$ cat src/hdl/fbba_pkg.sv
`default_nettype none
// ----------------------------------------------------------------------------
// fbba_pkg
// Shared constants and types for the free block bitmap allocator.
// ----------------------------------------------------------------------------
package fbba_pkg;

    localparam int MAP_WORDS = 1024;
    localparam int WORD_BITS = 64;
    localparam int WIDX_W    = $clog2(MAP_WORDS);
    localparam int BIT_W     = $clog2(WORD_BITS);
    localparam int BLK_W     = 16;
    localparam int LEN_W     = 17;
    localparam int CNT_W     = 16;
    localparam int BSL_W     = 5;
    localparam int BYTES_W   = 32;
    localparam int PCNT_W    = BIT_W + 1;   // 0..64 within one word

    localparam logic [BSL_W-1:0]  BSL_RESET = 5'd10;
    localparam logic [WIDX_W-1:0] LAST_WORD = WIDX_W'(MAP_WORDS - 1);

    localparam logic [1:0] CMD_WRITE = 2'd0;
    localparam logic [1:0] CMD_READ  = 2'd1;
    localparam logic [1:0] CMD_MARK  = 2'd2;
    localparam logic [1:0] CMD_SCAN  = 2'd3;

    // one bitmap word on its way into the scan unit
    typedef struct packed {
        logic              valid;
        logic              last;
        logic [WIDX_W-1:0] index;
    } t_beat;

    typedef struct packed {
        logic             found;
        logic [BLK_W-1:0] start;
        logic [LEN_W-1:0] length;
        logic [CNT_W-1:0] count;
    } t_scan_res;

    typedef struct packed {
        logic [WORD_BITS-1:0] read_data;
        logic                 run_found;
        logic [BLK_W-1:0]     run_start;
        logic [LEN_W-1:0]     run_length;
        logic [CNT_W-1:0]     run_count;
        logic                 clipped;
    } t_result;

endpackage
`default_nettype wire

$ cat src/hdl/fbba_scan_unit.sv
`default_nettype none
// ----------------------------------------------------------------------------
// fbba_scan_unit
// Per-word free-run analysis and running largest-run accumulator.
// ----------------------------------------------------------------------------
module fbba_scan_unit
    import fbba_pkg::*;
(
    input  wire logic                 i_clk,
    input  wire logic                 i_rst_n,
    input  wire logic                 i_clear,
    input  wire t_beat                i_beat,
    input  wire logic [WORD_BITS-1:0] i_word,
    output logic                      o_done,
    output t_scan_res                 o_res
);

    localparam int LVLS = BIT_W;

    // ---- stage A: length of the 1-run ending at each bit ----
    logic [PCNT_W-1:0] z [0:LVLS][0:WORD_BITS-1];
    logic [PCNT_W-1:0] n_len [0:WORD_BITS-1];

    always_comb begin
        for (int j = 0; j < WORD_BITS; j++) begin
            z[0][j] = i_word[j] ? '0 : PCNT_W'(j + 1);
        end
        for (int l = 0; l < LVLS; l++) begin
            for (int j = 0; j < WORD_BITS; j++) begin
                if (j >= (1 << l) && z[l][j - (1 << l)] > z[l][j]) begin
                    z[l+1][j] = z[l][j - (1 << l)];
                end else begin
                    z[l+1][j] = z[l][j];
                end
            end
        end
        for (int j = 0; j < WORD_BITS; j++) begin
            n_len[j] = PCNT_W'(j + 1) - z[LVLS][j];
        end
    end

    logic [PCNT_W-1:0]    r_len [0:WORD_BITS-1];
    logic [WORD_BITS-1:0] r_a_word;
    t_beat                r_a_beat;

    always_ff @(posedge i_clk) begin
        r_len    <= n_len;
        r_a_word <= i_word;
        if (!i_rst_n) begin
            r_a_beat <= '0;
        end else begin
            r_a_beat <= i_beat;
        end
    end

    // ---- stage B: word features ----
    logic [PCNT_W-1:0] mv  [0:LVLS][0:WORD_BITS-1];
    logic [BIT_W-1:0]  mp  [0:LVLS][0:WORD_BITS-1];
    logic [PCNT_W-1:0] n_p;
    logic [BIT_W:0]    n_rc;
    logic [BIT_W-1:0]  n_s;

    always_comb begin
        // internal runs only: a run touching bit 0 belongs to the prefix
        for (int j = 0; j < WORD_BITS; j++) begin
            mv[0][j] = (r_len[j] == PCNT_W'(j + 1)) ? '0 : r_len[j];
            mp[0][j] = BIT_W'(j);
        end
        for (int l = 0; l < LVLS; l++) begin
            for (int j = 0; j < (WORD_BITS >> (l + 1)); j++) begin
                if (mv[l][2*j] >= mv[l][2*j+1]) begin
                    mv[l+1][j] = mv[l][2*j];
                    mp[l+1][j] = mp[l][2*j];
                end else begin
                    mv[l+1][j] = mv[l][2*j+1];
                    mp[l+1][j] = mp[l][2*j+1];
                end
            end
            for (int j = (WORD_BITS >> (l + 1)); j < WORD_BITS; j++) begin
                mv[l+1][j] = '0;
                mp[l+1][j] = '0;
            end
        end
        n_s = mp[LVLS][0] - BIT_W'(mv[LVLS][0]) + BIT_W'(1);

        // trailing ones from bit 0
        n_p = PCNT_W'(WORD_BITS);
        for (int j = WORD_BITS - 1; j >= 0; j--) begin
            if (!r_a_word[j]) begin
                n_p = PCNT_W'(j);
            end
        end

        // run starts above bit 0
        n_rc = '0;
        for (int j = 1; j < WORD_BITS; j++) begin
            n_rc = n_rc + (BIT_W + 1)'(r_a_word[j] & ~r_a_word[j-1]);
        end
    end

    logic [PCNT_W-1:0] r_b_p;
    logic [PCNT_W-1:0] r_b_t;
    logic [PCNT_W-1:0] r_b_m;
    logic [BIT_W-1:0]  r_b_s;
    logic [BIT_W:0]    r_b_rc;
    logic              r_b_all1;
    t_beat             r_b_beat;

    always_ff @(posedge i_clk) begin
        r_b_p    <= n_p;
        r_b_t    <= r_len[WORD_BITS-1];
        r_b_m    <= mv[LVLS][0];
        r_b_s    <= n_s;
        r_b_rc   <= n_rc;
        r_b_all1 <= &r_a_word;
        if (!i_rst_n) begin
            r_b_beat <= '0;
        end else begin
            r_b_beat <= r_a_beat;
        end
    end

    // ---- stage C: running accumulator, words in ascending order ----
    logic [LEN_W-1:0] r_best, n_best;
    logic [BLK_W-1:0] r_bst,  n_bst;
    logic [LEN_W-1:0] r_cur,  n_cur;
    logic [BLK_W-1:0] r_cst,  n_cst;
    logic [CNT_W-1:0] r_runs, n_runs;
    logic             r_done;

    logic [BLK_W-1:0] base;
    logic [LEN_W-1:0] plen;
    logic [BLK_W-1:0] pst;
    logic [LEN_W-1:0] best1;
    logic [BLK_W-1:0] bst1;
    logic             cur_nz;

    always_comb begin
        base   = {r_b_beat.index, {BIT_W{1'b0}}};
        cur_nz = (r_cur != '0);
        plen   = r_cur + LEN_W'(r_b_p);
        pst    = cur_nz ? r_cst : base;
        n_runs = r_runs + CNT_W'(r_b_rc) + CNT_W'((r_b_p != '0) && !cur_nz);

        // the prefix run comes first, then the longest internal run
        if ((r_b_p != '0) && (plen > r_best)) begin
            best1 = plen;
            bst1  = pst;
        end else begin
            best1 = r_best;
            bst1  = r_bst;
        end
        if (LEN_W'(r_b_m) > best1) begin
            n_best = LEN_W'(r_b_m);
            n_bst  = base + BLK_W'(r_b_s);
        end else begin
            n_best = best1;
            n_bst  = bst1;
        end

        if (r_b_all1) begin
            n_cur = plen;
            n_cst = pst;
        end else begin
            n_cur = LEN_W'(r_b_t);
            n_cst = base + BLK_W'(PCNT_W'(WORD_BITS) - r_b_t);
        end
    end

    always_ff @(posedge i_clk) begin
        if (!i_rst_n) begin
            r_best <= '0;
            r_bst  <= '0;
            r_cur  <= '0;
            r_cst  <= '0;
            r_runs <= '0;
            r_done <= 1'b0;
        end else begin
            r_done <= r_b_beat.valid && r_b_beat.last;
            if (i_clear) begin
                r_best <= '0;
                r_bst  <= '0;
                r_cur  <= '0;
                r_cst  <= '0;
                r_runs <= '0;
            end else if (r_b_beat.valid) begin
                r_best <= n_best;
                r_bst  <= n_bst;
                r_cur  <= n_cur;
                r_cst  <= n_cst;
                r_runs <= n_runs;
            end
        end
    end

    assign o_done       = r_done;
    assign o_res.found  = (r_best != '0);
    assign o_res.start  = r_bst;
    assign o_res.length = r_best;
    assign o_res.count  = r_runs;

endmodule
`default_nettype wire

$ cat config.mk
export PLATFORM = sky130hd
export DESIGN_NAME = fbba_scan_unit
export DESIGN_NICKNAME = d
export VERILOG_FILES = /design/src/hdl/fbba_pkg.sv /design/src/hdl/fbba_scan_unit.sv
export SDC_FILE = /design/constraint.sdc
export NUM_CORES = 2
export LEC_CHECK = 0
export BUFFER_PORTS_ARGS = -buffer_cell sky130_fd_sc_hd__buf_4
export CAP_MARGIN = 40
export CORE_MARGIN = 2
export CORE_UTILIZATION = 30
export CTS_CLUSTER_DIAMETER = 120
export CTS_CLUSTER_SIZE = 16
export DETAILED_ROUTE_END_ITERATION = 8
export GPL_TIMING_DRIVEN = 0
export PLACE_DENSITY = 0.53
export SLEW_MARGIN = 20
export SYNTH_ARGS = -nofsm -noshare
export SYNTH_HDL_FRONTEND = slang
export SYNTH_SLANG_ARGS = --single-unit
$ cat constraint.sdc
create_clock -name i_clk -period 19.1 [get_ports i_clk]
set_input_delay 0.955 -clock i_clk [delete_from_list [all_inputs] [get_ports i_clk]]
set_output_delay 0.955 -clock i_clk [all_outputs]
set_load 0.01 [all_outputs]
==> flow_metrics.tcl <==
set metrics [dict create \
    drt-initial-drc-count 5739 \
    placed_area_um2 78700 \
    crit_buf_inv 11 \
    final_area_um2 80300 \
    cts_setup_buffers 0 \
    tns_ns 0 \
    cts_root_buf "clkbuf_16" \
    synthCells 9137 \
    htree_levels 2 \
    synth_area_um2 73100 \
    yosys.area.top_type_share 0.255 \
    r2r_slack_ns 2.20 \
    synth-xor-area-share 0.0206 \
    antenna_left 0 \
    post-route-period-util 0.885 \
    async_reset_ff_frac 0 \
    synthTopCellsByArea "ha_1 25%, dfxtp_1 16%, mux2i_1 8.9%, inv_1 7.0%, a21oi_1 3.7%" \
    drive_above_1_share 0.0776 \
    ys_ff_latch 590 \
    slew_headroom 0.315 \
    wl_per_cell_um 23.2 \
    overflow 0 \
    holdPathStages 1 \
    fin_worst_skew_ns 0.0398 \
    syn_to_final_growth_pct 9.92 \
    grt_pass1_wl_um 424000 \
    rsz0062_at_grt "no" \
    yosysUniqueCellTypes 128 \
    fp.dieW_um 497 \
    core.rowCount 181 \
    yosys.area.top_type "ha_1" \
    cap_violations 0 \
    grt_max_degree 17 \
    ctsResizeCount 0 \
    avgSynthCellArea_um2 7.99 \
    yosys.area_share.simple 0.160 \
    yosys_warnings 0 \
    synth_mux_area_frac 0.125 \
    path_class "reg -> reg" \
    synth_flop_cell "dfxtp_1" \
    crit_required_ns 19.66 \
    fmax_ghz 0.0592 \
    start_util 0.301 \
    crit_fanout 10 \
    port_buffers 129 \
    clkLatencyLatePin_ns 0.70 \
    hold-path-endpoint "r_a_word[63]" \
    num_vias 67400 \
    clkSinkCount 590 \
    min_from "i_word[63]" \
    finalHoldViolCount 0 \
    dieHeight_um 497 \
    crit_arrival_ns 17.46 \
    slowest_stage "a211oi_1" \
    synth-compound-area-share 0.179 \
    reg2reg_from "r_len[97]" \
    hpwlAfterDp_um 254000 \
    gp_congestion 0.991 \
    worstSetupEndpointType "flop" \
    hold_buffers 0 \
    grt_pass1_vias 64800 \
    status "finished, final reports clean" \
    io_pins 130 \
    viasPerCell 5.32 \
    firstDrtPassIters 6 \
    cp_slowest_stage_delay_ns 0.70 \
    crit_family "compound AO/OA/AOI/OAI gates" \
    worstMarginPinSlew_ns 1.03 \
    design.die.area_um2 247000 \
    slew_violations 0 \
    track_usage 0.228 \
    core_um2 243000 \
    wl_um 293000 \
    cts_made_buffers 45 \
    drc 0 \
    antenna_found_initial 29 \
    hp-class "in -> reg" \
    hold-worst-slack_ns 0.386 \
    fin_nets 11100 \
    synth-edff-count 0 \
    clockBufferDepth 3 \
    crit_top_cell "a21o_1" \
    worst_r2r_path_depth 73 \
    synth_fa_ha_area_frac 0.270 \
    path_clk_slew_ns 0.08 \
    setup_viol 0 \
    r2r-end "r_b_s[5]" \
    ys_seq_area_frac 0.162 \
    cts_tree "yes" \
    min_period_ns 16.90 \
    synth_top_family_by_area "adder cells" \
    startpoint_type "flop" \
]
==> per-stage QoR <==
step,std cells,utilization,setup WS (ns)
after floorplan,9157,-,5.66
final,12700,0.331,2.20
after CTS,12600,0.330,2.15
after global routing,12700,0.331,1.14
after detailed placement,12600,0.324,2.23
after global placement,12500,0.322,1.69
==> worst register-to-register path, delay by kind of cell, from the launching register on <==
kind	cells	cell delay [ns]
multiplexers	2	1.16
flip-flops	1	0.35
XOR/XNOR	2	0.28
AND/OR/NAND/NOR	11	1.75
adder cells (fa/ha/maj)	9	2.62
buffers and inverters	11	2.89
AO/OA/AOI/OAI	38	7.72
==> layout make-up <==
type                            count  area, µm²
Fill cell                       25600     162000
Multi-Input combinational cell   6948      55300
Sequential cell                   590      11800
Inverter                         1388       5210
Tap cell                         3202       4010
Timing Repair Buffer              239       1760
Clock buffer                       47       1150
Buffer                            231        910
Clock inverter                     10        144
Antenna cell                       14       35.0
==> worst max-delay path by stage <==
stage | from | to | depth (start not counted)
2_1_floorplan | r_len[94] | r_b_s[5] | 74
3_3_place_gp | r_len[97] | r_b_s[5] | 72
3_5_place_dp | r_len[27] | r_b_s[5] | 75
4_1_cts | r_len[27] | r_b_s[5] | 74
5_1_grt | r_len[97] | r_b_s[5] | 74
6_report | r_len[97] | r_b_s[5] | 73
==> flip-flops by register name (all words and copies together), names as in the netlist <==
register  cells
r_a_word     64
r_b_t         7
r_runs       16
r_b_rc        7
r_b_all1      1
base         10
r_a_beat     12
r_bst        16
o_done        1
r_cst        16
r_b_s         6
r_b_m         7
r_cur        17
r_b_p         7
r_best       17
r_b_beat      2
r_len       384
==> layer usage <==
layer	wire length (µm)	track usage
met5	68	0
met4	18000	0.121
met3	21600	0.0357
met2	124000	0.353
met1	130000	0.304
==> layout by cell type (no fill, tap or decap), types with 24 or more instances in the layout <==
cell type  count
o21bai_1      34
o21a_1       200
dfxtp_1      590
o21ai_1       39
fa_1          57
ha_1        1487
nand3_1      118
clkbuf_16     45
and2_1       113
clkbuf_1     196
nor2_1       478
inv_1       1367
mux2i_1      644
or2_2         30
xnor2_1      114
or3_1         33
buf_4        190
nor2b_1      233
nand2b_1     272
a21oi_1      533
a211oi_1      74
o211ai_1      41
nor4_1        24
nor3_1        58
nand2_1      666
a21oi_2       28
buf_2         48
a21o_1       203
o21ai_0      445
o22ai_1       54
mux2_2       206
xor2_1        57
nand4_1      111
a31oi_1       69
and3_1        68
and4_1        26
==> Yosys cell counts, types with 118 or more instances <==
| cell type | instances |
|---|---|
| nand2b_1 | 272 |
| a21oi_1 | 534 |
| mux2i_1 | 651 |
| nor2b_1 | 233 |
| o21ai_0 | 450 |
| dfxtp_1 | 590 |
| nand3_1 | 118 |
| a21o_1 | 203 |
| o21a_1 | 200 |
| mux2_2 | 206 |
| inv_1 | 1367 |
| nor2_1 | 479 |
| nand2_1 | 666 |
| ha_1 | 1487 |
| clkbuf_1 | 196 |
==> logic make-up after synthesis <==
| family | after synthesis |
|---|---|
| other cells | 1 |
| simple gates | 2316 |
| compound gates | 2019 |
| flops | 590 |
| fa+ha+maj | 1544 |
| buf+inv | 1619 |
| xor+xnor | 172 |
| mux | 876 |
Power is left out: the tool's default activity adds up to more than one toggle a clock period on the data nets, which glitch-free logic cannot reach.
